$ cat config.mk
export PLATFORM = sky130hd
export DESIGN_NAME = tcw_engine
export DESIGN_NICKNAME = d
export VERILOG_FILES = /design/src/hw/rtl/tcw_pkg.sv /design/src/hw/rtl/tcw_engine.sv
export SDC_FILE = /design/constraint.sdc
export NUM_CORES = 1
export LEC_CHECK = 0
export ABC_AREA = 1
export ABC_CLOCK_PERIOD_IN_PS = 7400
export BUFFER_PORTS_ARGS = -buffer_cell sky130_fd_sc_hd__clkbuf_2
export CAP_MARGIN = 20
export CORE_ASPECT_RATIO = 1.25
export CORE_UTILIZATION = 50
export DETAILED_ROUTE_END_ITERATION = 10
export GPL_ROUTABILITY_DRIVEN = 0
export PLACE_DENSITY = 0.8
export RECOVER_POWER = 25
export SYNTH_ARGS = -nofsm -noshare
export SYNTH_HDL_FRONTEND = slang
export SYNTH_SLANG_ARGS = --single-unit
export TNS_END_PERCENT = 50
$ cat constraint.sdc
create_clock -name clk_i -period 7.4 [get_ports clk_i]
set_clock_uncertainty 0.1 [all_clocks]
set_input_delay 0.74 -clock clk_i [delete_from_list [all_inputs] [get_ports clk_i]]
set_output_delay 0.74 -clock clk_i [all_outputs]
set_load 0.05 [all_outputs]
$ cat src/hw/rtl/tcw_pkg.sv
// Shared constants and types of the text console writer.
package tcw_pkg;

  // Screen geometry
  localparam int SCREEN_COLS = 80;
  localparam int SCREEN_ROWS = 25;
  localparam int CELL_COUNT  = SCREEN_ROWS * SCREEN_COLS;
  localparam int MOVE_COUNT  = CELL_COUNT - SCREEN_COLS;

  // Field widths
  localparam int CMD_W  = 2;
  localparam int ROW_W  = 5;
  localparam int COL_W  = 7;
  localparam int BYTE_W = 8;
  localparam int CELL_W = 2 * BYTE_W;
  localparam int ADDR_W = $clog2(CELL_COUNT);

  // Stream widths
  localparam int S_TDATA_W = 32;
  localparam int S_TUSER_W = 3;
  localparam int M_TDATA_W = 32;

  // Commands
  localparam logic [CMD_W-1:0] CMD_PUT   = 2'd0;
  localparam logic [CMD_W-1:0] CMD_SETC  = 2'd1;
  localparam logic [CMD_W-1:0] CMD_CLEAR = 2'd2;
  localparam logic [CMD_W-1:0] CMD_READ  = 2'd3;

  // Character codes and reset attribute
  localparam logic [BYTE_W-1:0] NEWLINE_CODE   = 8'd10;
  localparam logic [BYTE_W-1:0] SPACE_CODE     = 8'd32;
  localparam logic [BYTE_W-1:0] DFLT_ATTR_RST  = 8'd15;

  // Geometry as typed constants
  localparam logic [ADDR_W-1:0] COLS_A      = ADDR_W'(SCREEN_COLS);
  localparam logic [ADDR_W-1:0] MOVE_LAST_A = ADDR_W'(MOVE_COUNT);
  localparam logic [ADDR_W-1:0] CELL_LAST_A = ADDR_W'(CELL_COUNT - 1);
  localparam logic [COL_W:0]    COLS_C      = (COL_W + 1)'(SCREEN_COLS);
  localparam logic [ROW_W:0]    ROWS_R      = (ROW_W + 1)'(SCREEN_ROWS);
  localparam logic [ROW_W-1:0]  ROW_BOTTOM  = ROW_W'(SCREEN_ROWS - 1);

  // One command request
  typedef struct packed {
    logic [CMD_W-1:0]  command;
    logic              use_position;
    logic [ROW_W-1:0]  row;
    logic [COL_W-1:0]  col;
    logic [BYTE_W-1:0] character;
    logic [BYTE_W-1:0] attribute;
  } item_t;

  // One result
  typedef struct packed {
    logic [ROW_W-1:0]  cursor_row;
    logic [COL_W-1:0]  cursor_col;
    logic              scrolled;
    logic [BYTE_W-1:0] read_char;
    logic [BYTE_W-1:0] read_attr;
    logic              bad_position;
  } result_t;

  // Engine handshake status towards the top level
  typedef struct packed {
    logic ready;
    logic done;
  } eng_status_t;

endpackage

$ cat src/hw/rtl/tcw_engine.sv
// Command sequencer with the shared cell address unit and the cursor.
module tcw_engine (
  input  logic                       clk_i,
  input  logic                       rst_ni,
  input  logic                       start_i,
  input  tcw_pkg::item_t             item_i,
  input  logic [tcw_pkg::BYTE_W-1:0] dflt_attr_i,
  input  logic                       out_free_i,
  output tcw_pkg::eng_status_t       status_o,
  output tcw_pkg::result_t           result_o,
  output logic                       ram_we_o,
  output logic [tcw_pkg::ADDR_W-1:0] ram_waddr_o,
  output logic [tcw_pkg::CELL_W-1:0] ram_wdata_o,
  output logic                       ram_re_o,
  output logic [tcw_pkg::ADDR_W-1:0] ram_raddr_o,
  input  logic [tcw_pkg::CELL_W-1:0] ram_rdata_i
);

  typedef enum logic [3:0] {
    S_INIT,
    S_IDLE,
    S_DECODE,
    S_WRITE,
    S_READ,
    S_RDATA,
    S_SCROLL,
    S_BLANK,
    S_DONE
  } state_e;

  state_e                       state_q;
  tcw_pkg::item_t               item_q;
  logic [tcw_pkg::ROW_W-1:0]    cur_row_q;
  logic [tcw_pkg::COL_W-1:0]    cur_col_q;
  logic [tcw_pkg::ADDR_W-1:0]   addr_q;
  logic [tcw_pkg::ADDR_W-1:0]   idx_q;
  logic [tcw_pkg::ADDR_W-1:0]   wr_addr_q;
  logic                         pend_q;
  logic                         scrolled_q;
  logic                         bad_q;
  logic [tcw_pkg::BYTE_W-1:0]   rch_q;
  logic [tcw_pkg::BYTE_W-1:0]   rat_q;

  logic [tcw_pkg::ROW_W-1:0]    mul_row;
  logic [tcw_pkg::COL_W-1:0]    mul_col;
  logic [tcw_pkg::ADDR_W-1:0]   addr_d;
  logic                         on_screen;
  logic                         is_nl;
  logic [tcw_pkg::COL_W:0]      nc_sum;
  logic                         wrap;
  logic [tcw_pkg::ROW_W:0]      nr_sum;
  logic                         need_scroll;
  logic [tcw_pkg::BYTE_W-1:0]   attr_eff;
  logic [tcw_pkg::CELL_W-1:0]   blank_cell;

  // Shared address unit: target row times width plus column
  always_comb begin
    if (item_q.command == tcw_pkg::CMD_PUT && !item_q.use_position) begin
      mul_row = cur_row_q;
      mul_col = cur_col_q;
    end else begin
      mul_row = item_q.row;
      mul_col = item_q.col;
    end
    addr_d = tcw_pkg::ADDR_W'(mul_row) * tcw_pkg::COLS_A + tcw_pkg::ADDR_W'(mul_col);
  end

  // Position checks and next cursor of a put
  assign on_screen   = ({1'b0, item_q.row} < tcw_pkg::ROWS_R) &&
                       ({1'b0, item_q.col} < tcw_pkg::COLS_C);
  assign is_nl       = (item_q.character == tcw_pkg::NEWLINE_CODE);
  assign nc_sum      = {1'b0, mul_col} + 1'b1;
  assign wrap        = is_nl || (nc_sum == tcw_pkg::COLS_C);
  assign nr_sum      = {1'b0, mul_row} + {{tcw_pkg::ROW_W{1'b0}}, wrap};
  assign need_scroll = (nr_sum == tcw_pkg::ROWS_R);
  assign attr_eff    = (item_q.attribute == '0) ? dflt_attr_i : item_q.attribute;
  assign blank_cell  = {dflt_attr_i, tcw_pkg::SPACE_CODE};

  // Drive the cell store from the current step
  always_comb begin
    ram_we_o    = 1'b0;
    ram_waddr_o = idx_q;
    ram_wdata_o = blank_cell;
    ram_re_o    = 1'b0;
    ram_raddr_o = addr_q;
    case (state_q)
      S_INIT: begin
        ram_we_o    = 1'b1;
        ram_wdata_o = '0;
      end
      S_WRITE: begin
        ram_we_o    = 1'b1;
        ram_waddr_o = addr_q;
        ram_wdata_o = {attr_eff, item_q.character};
      end
      S_READ: begin
        ram_re_o = 1'b1;
      end
      S_SCROLL: begin
        ram_re_o    = (idx_q != tcw_pkg::MOVE_LAST_A);
        ram_raddr_o = idx_q + tcw_pkg::COLS_A;
        ram_we_o    = pend_q;
        ram_waddr_o = wr_addr_q;
        ram_wdata_o = ram_rdata_i;
      end
      S_BLANK: begin
        ram_we_o = 1'b1;
      end
      default: begin
        ram_we_o = 1'b0;
      end
    endcase
  end

  // Sequencer, cursor and result registers
  always_ff @(posedge clk_i or negedge rst_ni) begin
    if (!rst_ni) begin
      state_q    <= S_INIT;
      cur_row_q  <= '0;
      cur_col_q  <= '0;
      addr_q     <= '0;
      idx_q      <= '0;
      wr_addr_q  <= '0;
      pend_q     <= 1'b0;
      scrolled_q <= 1'b0;
      bad_q      <= 1'b0;
      rch_q      <= '0;
      rat_q      <= '0;
    end else begin
      case (state_q)
        // Zero the store once after reset
        S_INIT: begin
          if (idx_q == tcw_pkg::CELL_LAST_A) begin
            idx_q   <= '0;
            state_q <= S_IDLE;
          end else begin
            idx_q <= idx_q + 1'b1;
          end
        end
        S_IDLE: begin
          if (start_i) begin
            scrolled_q <= 1'b0;
            bad_q      <= 1'b0;
            rch_q      <= '0;
            rat_q      <= '0;
            state_q    <= S_DECODE;
          end
        end
        S_DECODE: begin
          addr_q <= addr_d;
          idx_q  <= '0;
          pend_q <= 1'b0;
          case (item_q.command)
            tcw_pkg::CMD_PUT: begin
              if (item_q.use_position && !on_screen) begin
                bad_q   <= 1'b1;
                state_q <= S_DONE;
              end else begin
                if (need_scroll) begin
                  cur_row_q  <= tcw_pkg::ROW_BOTTOM;
                  cur_col_q  <= '0;
                  scrolled_q <= 1'b1;
                end else begin
                  cur_row_q <= nr_sum[tcw_pkg::ROW_W-1:0];
                  cur_col_q <= wrap ? '0 : nc_sum[tcw_pkg::COL_W-1:0];
                end
                if (!is_nl) begin
                  state_q <= S_WRITE;
                end else if (need_scroll) begin
                  state_q <= S_SCROLL;
                end else begin
                  state_q <= S_DONE;
                end
              end
            end
            tcw_pkg::CMD_SETC: begin
              if (on_screen) begin
                cur_row_q <= item_q.row;
                cur_col_q <= item_q.col;
              end else begin
                bad_q <= 1'b1;
              end
              state_q <= S_DONE;
            end
            tcw_pkg::CMD_CLEAR: begin
              cur_row_q <= '0;
              cur_col_q <= '0;
              state_q   <= S_BLANK;
            end
            default: begin
              if (on_screen) begin
                state_q <= S_READ;
              end else begin
                bad_q   <= 1'b1;
                state_q <= S_DONE;
              end
            end
          endcase
        end
        S_WRITE: begin
          state_q <= scrolled_q ? S_SCROLL : S_DONE;
        end
        S_READ: begin
          state_q <= S_RDATA;
        end
        S_RDATA: begin
          rch_q   <= ram_rdata_i[tcw_pkg::BYTE_W-1:0];
          rat_q   <= ram_rdata_i[tcw_pkg::CELL_W-1:tcw_pkg::BYTE_W];
          state_q <= S_DONE;
        end
        // Move each row up: read one row ahead, write the cell read last cycle
        S_SCROLL: begin
          wr_addr_q <= idx_q;
          if (idx_q == tcw_pkg::MOVE_LAST_A) begin
            pend_q  <= 1'b0;
            state_q <= S_BLANK;
          end else begin
            pend_q <= 1'b1;
            idx_q  <= idx_q + 1'b1;
          end
        end
        // Blank from idx_q to the last cell
        S_BLANK: begin
          if (idx_q == tcw_pkg::CELL_LAST_A) begin
            state_q <= S_DONE;
          end else begin
            idx_q <= idx_q + 1'b1;
          end
        end
        // Hold until the output register is free
        S_DONE: begin
          if (out_free_i) begin
            state_q <= S_IDLE;
          end
        end
        default: begin
          state_q <= S_IDLE;
        end
      endcase
    end
  end

  // Capture the request
  always_ff @(posedge clk_i) begin
    if (state_q == S_IDLE && start_i) begin
      item_q <= item_i;
    end
  end

  assign status_o.ready = (state_q == S_IDLE);
  assign status_o.done  = (state_q == S_DONE);

  assign result_o.cursor_row   = cur_row_q;
  assign result_o.cursor_col   = cur_col_q;
  assign result_o.scrolled     = scrolled_q;
  assign result_o.read_char    = rch_q;
  assign result_o.read_attr    = rat_q;
  assign result_o.bad_position = bad_q;

endmodule

== Yosys cells after proc, flatten, opt, wreduce, memory -nomap -nowiden ==
Cells that the tools add are included.
Widths: inputs -> output; s select.
Cells by class
  add/subtract/negate cells: 5
  magnitude comparators: 2
  reduce and logical (&&, ||, !) cells: 22
  multiply operators: 1
  equal/unequal tests: 31
  mux-type cells: 47
Operator list (count)
  $pmux 16 s3: 1
  $mux 11: 4
  $pmux 11 s4: 1
  $mux 4: 10
  $pmux 4 s9: 1
  $mux 7: 5
  $pmux 8 s2: 2
  $ne 2x2->1 const B: 13
  $eq 11x11->1 const B: 2
  $pmux 11 s2: 1
  $pmux 7 s3: 1
  $mux 5: 4
  $eq 4x3->1 const B: 4
  $mux 8: 2
  $pmux 5 s3: 1
  $reduce_and 5->1: 3
  $pmux 1 s2: 6
  $pmux 4 s3: 1
  $add 11x1->11 const B: 1
  $add 11x7->11: 1
  $add 11x7->11 const B: 1
  $ne 11x11->1 const B: 1
  $add 7x1->8 const B: 1
  $eq 4x2->1 const B: 2
  26 further kinds: 39
Storage, ports and cells
  word-level logic and storage cells: 125
  register bits after elaboration: 99
  output and inout port bits: 72
  bits of input ports: 59

== Logic depth before layout (Yosys ltp) ==
  word-level depth: 13
  gate-level depth with buffers: 30
  mapped depth without buffers: 29

== Worst setup path after synthesis ==
Ideal clock, no wire load.
  path type: register to register
  from: register item_q[30] in the netlist's numbering
  to: register state_q[3]
  clock period less this slack: 3.452 ns
  arrival: 3.234 ns
  buffers on the path: 1
  library setup time: 0.118 ns
  cell stages (with the launch flop): 27
  setup slack: 3.948 ns
  required time: 7.182 ns
  cell sequence: edfxtp_1 inv_1 ha_1 buf_6 nand3_2 nand2_2 ha_1 a21boi_2 nand3_2 nor2_1 nand2_1 nand2_1 inv_2 nand3_4 nand2_1 ha_1 ha_1 nor2_1 nand3_1 nor2_2 nand2_2 nand2_2 nor2_1 o21bai_1 nand2_1 nand2_1 nand2_1
Between the ends
  word-level cells in the longest chain between the ends: 13
  elaborated cells between the ends (all ways): 16
  classes of those cells: add/sub: 2; eq/ne: 4; mux: 7; reduce/logical: 3
Ends and longest elaborated chain
  start: declaration: RTL line tcw_engine.sv:32  | tcw_pkg::item_t item_q;
  start signal: assignment: RTL line tcw_engine.sv:246  | item_q <= item_i;
  $logic_not 2->1: RTL line tcw_engine.sv:58, tcw_engine.sv:153
  $logic_and 1x1->1: RTL line tcw_engine.sv:58  | if (item_q.command == tcw_pkg::CMD_PUT && !item_q.use_position) begin
  $mux 7: RTL line tcw_engine.sv:58
  $add 7x1->8: RTL line tcw_engine.sv:72  | assign nc_sum = {1'b0, mul_col} + 1'b1;
  $eq 8x7->1: RTL line tcw_engine.sv:73  | assign wrap = is_nl || (nc_sum == tcw_pkg::COLS_C);
  $logic_or 1x1->1: RTL line tcw_engine.sv:73
  $add 5x1->6: RTL line tcw_engine.sv:74  | assign nr_sum = {1'b0, mul_row} + {{tcw_pkg::ROW_W{1'b0}}, wrap};
  $eq 6x5->1: RTL line tcw_engine.sv:75  | assign need_scroll = (nr_sum == tcw_pkg::ROWS_R);
  $mux 4: RTL line tcw_engine.sv:169  | end else if (need_scroll) begin
  $mux 4: RTL line tcw_engine.sv:167  | if (!is_nl) begin
  $mux 4: RTL line tcw_engine.sv:155  | if (item_q.use_position && !on_screen) begin
  $pmux 4 s3 *: RTL line tcw_engine.sv:153  | case (item_q.command)
  $pmux 4 s9 *: RTL line tcw_engine.sv:130  | case (state_q)
  end signal: assignment: RTL line tcw_engine.sv:201  | state_q <= scrolled_q ? S_SCROLL : S_DONE;
  end: declaration: RTL line tcw_engine.sv:31  | state_e state_q;
Mark *: on every way between the ends. The rest lies on a longest branch, timed or not.
A chain may end at the register's enable or synchronous reset.

== Worst setup path in the final report ==
Ends and elaborated chain as after synthesis.

==> results by stage <==
Outcome:
- The flow ran to the end, but the final reports show violations.
- The final reports fail on design-rule violations, max-capacitance violations, max-slew violations.

STA:
- The final period demand of the worst path is 4.267 ns.
- The max-slew headroom at the worst pin is -151.3%.
- The total count of max-transition violations in the final report came to 69.
- For this run, the top clock speed supported by timing is 234.4 MHz.
- The slew of the pin with the lowest slew margin is 3.770 ns.
- The total negative slack is 0 ns.
- The post-route fraction of the period consumed by the critical path is 57.66%.
- Setup repair after global routing left no endpoint under its margin.
- The final hold violation count is 0.
- The final count of negative-setup-slack endpoints is 0.

Synthesis:
- The number of flip-flops and latches in the synthesized netlist is 99.
- The synthesized netlist devotes 4.989% of its cell area to adder and majority cells.
- The combinational family with the most area after synthesis is simple AND/OR/NAND/NOR gates.
- The compound-cell area share of the yosys netlist is 14.65%.
- The part of the Yosys area used for sequential elements is 45.25%.
- In this run, synthesis inferred 31 flip-flops with an integrated enable.
- Summing the areas of all and, or, nand and nor instances in the mapped netlist gives 23.72% of the synthesized area.
- In the synthesized netlist, mux cells make up 0% of the area.
- The netlist uses 53 different library cells.
- The total number of yosys warnings is 0.
- The async set-or-reset flop fraction in the synthesized netlist is 68.69%.
- The cell area after synthesis is 5818 um^2.
- The number of cells produced by synthesis is 709.
- The commonest register cell after synthesis is sky130_fd_sc_hd__dfrtp_1.
- The number of nets in the synthesized netlist is 790.
- The synthesized netlist devotes 1.484% of its cell area to XOR and XNOR gates.
- The synthesized area divided by synthesized cell count is 8.206 um^2.

Pwr:
- The cell leakage power is 3.391 nW.
- The total net switching power is 1.540 mW.
- The clock network power share is 16.1%.
- Overall power consumption after layout is estimated at 2.932 mW.
- The switching power share of the total is 52.51%.
- The total power density per cell area is 426.3 nW/um^2.
- The worst vdd rail ir drop is 0.0002567 V.
- The part of the power in registers is 29.1%.
- Combinational logic burns 54.7% of the power.
- The internal portion of the total power is 1.392 mW.

Worst setup path:
- The minimum setup slack among reg-to-reg paths is 3.13 ns.
- In this run the critical register-to-register path is captured at state_q[3].
- The critical path in this run is classified as reg2reg.
- STA puts the critical path data required time at 7.54 ns.
- Counting cells, the worst reg-to-reg path comes to 25.
- Of all nets on the critical path, the largest fanout is 17.
- In this run the worst setup path terminates at state_q[3].
- For the worst setup path, the data arrival time is 4.41 ns.
- The kind of launch point of the worst setup path is a register.
- The startpoint identified for the worst register-to-register timing path is item_q[30].
- The critical path endpoint category is a register.
- The critical path startpoint is item_q[30].

Die:
- The die outline width is 98.48 um.
- Once the floorplan was initialized, standard cells occupied 51.99% of the core.
- The cell row count is 43.
- The die area is 12,070 um^2.
- 131 I/O pins were placed.
- The area of the core region is 11,190 um^2.
- In this run the vertical extent of the chip is 122.6 um.

Place:
- The number of buffers added on ports is 130.
- Detailed placement ended at an HPWL of 10,700 um.

Drt:
- The average detailed-routed wire length per instance is 15.00 um.
- The number of DRC markers in iteration 0 is 293.
- After detailed routing, the number of remaining DRC violations is 5.
- Using the TritonRoute via totals, the vias-per-cell ratio works out to 5.447.
- Wires add up to 14,590 um.
- Detailed routing inserted a total of 5,300 vias.
- The remaining antenna violation count after routing is 0.
- The number of optimization iterations in the first detailed-route pass is 10.

Clock network:
- CTS placed an instance of sky130_fd_sc_hd__clkbuf_16 at the clock tree root.
- Clock-pin slew was measured on the worst setup and hold paths at 0.07 ns.
- TritonCTS created 9 clock buffers.
- The number of buffers inserted for hold repair after clock tree synthesis is 0.
- The clock tree from TritonCTS is built.
- The number of gates resized after CTS was 0.
- The number of setup buffers added after CTS is 0.
- The CTS sink count is 99.
- The clock insertion delay at the later pin of the skew report is 0.35 ns.
- Counting along the longest clock path gives a buffer depth of 2.
- The H-tree depth is 3.

GRT:
- The number of antenna violations at the first check in global routing came to 0.
- The largest net degree at the start of global routing is 69.
- The wire length of the first global-routing pass is 23,870 um.
- The overall routing resource usage is 25.05%.
- The leftover overflow at the end of global routing is 0.
- The number of global-route vias before repair came to 5,125.

Cells and area:
- The fraction of layout cells with a size suffix above 1 is 24.34%.
- The number of antenna diodes is 0.
- The synthesis-to-finish area growth is 18.19%.
- The final-stage net count is 914.

Hold path:
- The min-delay analysis places its worst path in the category reg2reg.

Flow run:
- The tool flagged a number of max-cap violations equal to 1.
-- worst min-delay path by stage --
stage | startpoint | endpoint | slack, ns | cells after the start
CTS | wr_addr_q[6] | wr_addr_q[6] | 0.39 | 2
finish | wr_addr_q[6] | wr_addr_q[6] | 0.39 | 2
global placement | wr_addr_q[7] | wr_addr_q[7] | 0.37 | 2
floorplan | rst_ni | addr_q[0] | 0.34 | 0
global route | wr_addr_q[6] | wr_addr_q[6] | 0.41 | 2
detailed placement | wr_addr_q[6] | wr_addr_q[6] | 0.37 | 2
-- through the flow --
stage | util, % | instances | instance area (um^2) | hold slack, ns | setup WS [ns]
after detailed placement | 58.51 | 954 | 6548 | 0.3742 | 3.290
after CTS | 61.11 | 970 | 6839 | 0.3921 | 3.212
after global routing | 61.45 | 973 | 6877 | 0.4128 | 2.688
after floorplan | - | 709 | 5818 | 0.3444 | 3.948
after global placement | 58.51 | 954 | 6548 | 0.3667 | 3.403
final | 61.45 | 973 | 6877 | 0.3878 | 3.133
-- power by group through the flow --
stage	registers, mW	clock network, mW	logic (mW)
floorplan	1.06	0	1.02
global placement	0.861	0	1.57
detailed placement	0.864	0	1.59
CTS	0.853	0.475	1.60
global route	0.875	0.495	1.74
finish	0.854	0.473	1.60
-- state kept, by name, summed over array words and instances (netlist names) --
| name | count |
|---|---|
| scrolled_q | 1 |
| rat_q | 8 |
| item_q | 31 |
| rch_q | 8 |
| bad_q | 1 |
| idx_q | 11 |
| cur_row_q | 5 |
| pend_q | 1 |
| wr_addr_q | 11 |
| state_q | 4 |
| cur_col_q | 7 |
| addr_q | 11 |
-- layout make-up --
type / instances / area, um^2
multi-input cells: 467 / 2616
inverters: 119 / 449.2
clock inverters: 6 / 52.55
clock buffers: 10 / 239.0
well taps: 135 / 168.9
repair buffers: 137 / 718.2
fillers: 1020 / 4314
flip-flops and latches: 99 / 2633
-- cells by family (layout without fill, tap and decap cells) --
kind of cell | Yosys count | count (layout)
flops | 99 | 99
fa+ha+maj | 22 | 22
xor+xnor | 9 | 9
compound gates | 143 | 143
simple gates | 293 | 293
buf+inv | 143 | 272
-- critical path, cell delays in order, from the launching register on --
cell                       delay [ns]
sky130_fd_sc_hd__edfxtp_1        0.44
sky130_fd_sc_hd__inv_1           0.14
sky130_fd_sc_hd__ha_1            0.55
sky130_fd_sc_hd__nand2_4         0.25
sky130_fd_sc_hd__nand2_1         0.13
sky130_fd_sc_hd__nand2_2         0.09
sky130_fd_sc_hd__ha_1            0.25
sky130_fd_sc_hd__a21boi_2        0.20
sky130_fd_sc_hd__nand3_2         0.10
sky130_fd_sc_hd__nand3_1         0.10
sky130_fd_sc_hd__nor2_2          0.17
sky130_fd_sc_hd__nand3_4         0.14
sky130_fd_sc_hd__nand2_1         0.13
sky130_fd_sc_hd__ha_1            0.21
sky130_fd_sc_hd__ha_1            0.21
sky130_fd_sc_hd__inv_1           0.08
sky130_fd_sc_hd__nand2_1         0.09
sky130_fd_sc_hd__nand3_1         0.11
sky130_fd_sc_hd__nor2_2          0.16
sky130_fd_sc_hd__nand2_2         0.09
sky130_fd_sc_hd__nand2_2         0.07
sky130_fd_sc_hd__nor2_1          0.04
sky130_fd_sc_hd__o21bai_1        0.12
sky130_fd_sc_hd__nand2_1         0.07
sky130_fd_sc_hd__nand2_1         0.06
sky130_fd_sc_hd__nand2_1         0.05
-- metal layers --
layer / up-vias / global-route usage [%] / routed length, um
met4: 0 / 8.302 / 299
li1: 2590 / - / -
met5: - / 0 / 0
met1: 2496 / 30.39 / 6021
met3: 27 / 4.043 / 801
met2: 187 / 45.47 / 7470
-- synthesized netlist by cell type, types with 2 or more instances --
| cell | number | area share, % |
|---|---|---|
| sky130_fd_sc_hd__a21oi_1 | 36 | 3.1 |
| sky130_fd_sc_hd__a31oi_1 | 3 | 0.32 |
| sky130_fd_sc_hd__buf_2 | 4 | 0.34 |
| sky130_fd_sc_hd__buf_4 | 2 | 0.26 |
| sky130_fd_sc_hd__clkbuf_1 | 14 | 0.90 |
| sky130_fd_sc_hd__clkinv_1 | 2 | 0.13 |
| sky130_fd_sc_hd__dfrtp_1 | 68 | 29 |
| sky130_fd_sc_hd__edfxtp_1 | 31 | 16 |
| sky130_fd_sc_hd__fa_1 | 2 | 0.69 |
| sky130_fd_sc_hd__ha_1 | 20 | 4.3 |
| sky130_fd_sc_hd__inv_1 | 108 | 7.0 |
| sky130_fd_sc_hd__inv_2 | 8 | 0.52 |
| sky130_fd_sc_hd__nand2_1 | 156 | 10 |
| sky130_fd_sc_hd__nand2_2 | 10 | 1.1 |
| sky130_fd_sc_hd__nand2_4 | 4 | 0.77 |
| sky130_fd_sc_hd__nand3_1 | 30 | 2.6 |
| sky130_fd_sc_hd__nand3_2 | 5 | 0.86 |
| sky130_fd_sc_hd__nand3_4 | 2 | 0.60 |
| sky130_fd_sc_hd__nand4_1 | 11 | 1.2 |
| sky130_fd_sc_hd__nor2_1 | 45 | 2.9 |
| sky130_fd_sc_hd__nor2_2 | 7 | 0.75 |
| sky130_fd_sc_hd__nor3_1 | 5 | 0.43 |
| sky130_fd_sc_hd__nor3_2 | 3 | 0.52 |
| sky130_fd_sc_hd__nor4_1 | 6 | 0.65 |
| sky130_fd_sc_hd__o211ai_1 | 15 | 1.9 |
| sky130_fd_sc_hd__o21ai_0 | 46 | 4.0 |
| sky130_fd_sc_hd__o21ai_1 | 2 | 0.17 |
| sky130_fd_sc_hd__o21ai_2 | 3 | 0.45 |
| sky130_fd_sc_hd__o21bai_1 | 3 | 0.39 |
| sky130_fd_sc_hd__o221ai_1 | 6 | 0.90 |
| sky130_fd_sc_hd__o22ai_1 | 21 | 2.3 |
| sky130_fd_sc_hd__or2_2 | 4 | 0.43 |
| sky130_fd_sc_hd__xor2_1 | 7 | 1.1 |
-- cell usage in the layout, fill, tap and decap left out, types with 2 or more instances in the layout --
master / n
sky130_fd_sc_hd__nand2_1: 156
sky130_fd_sc_hd__clkbuf_2: 128
sky130_fd_sc_hd__inv_1: 108
sky130_fd_sc_hd__dfrtp_1: 68
sky130_fd_sc_hd__o21ai_0: 46
sky130_fd_sc_hd__nor2_1: 44
sky130_fd_sc_hd__a21oi_1: 36
sky130_fd_sc_hd__edfxtp_1: 31
sky130_fd_sc_hd__nand3_1: 30
sky130_fd_sc_hd__o22ai_1: 21
sky130_fd_sc_hd__ha_1: 20
sky130_fd_sc_hd__o211ai_1: 15
sky130_fd_sc_hd__nand4_1: 11
sky130_fd_sc_hd__nand2_2: 10
sky130_fd_sc_hd__clkbuf_16: 9
sky130_fd_sc_hd__nor2_2: 8
sky130_fd_sc_hd__inv_2: 8
sky130_fd_sc_hd__xor2_1: 7
sky130_fd_sc_hd__o221ai_1: 6
sky130_fd_sc_hd__nor4_1: 6
sky130_fd_sc_hd__nand3_2: 5
sky130_fd_sc_hd__buf_4: 5
sky130_fd_sc_hd__nor3_1: 4
sky130_fd_sc_hd__nor3_2: 4
sky130_fd_sc_hd__or2_2: 4
sky130_fd_sc_hd__nand2_4: 4
sky130_fd_sc_hd__o21bai_1: 3
sky130_fd_sc_hd__a31oi_1: 3
sky130_fd_sc_hd__o21ai_2: 3
sky130_fd_sc_hd__inv_6: 3
sky130_fd_sc_hd__clkinv_1: 2
sky130_fd_sc_hd__nand3_4: 2
sky130_fd_sc_hd__o21ai_1: 2
sky130_fd_sc_hd__inv_4: 2
sky130_fd_sc_hd__fa_1: 2
sky130_fd_sc_hd__clkbuf_1: 2
Note: power is estimated with default switching activity, not from simulation.
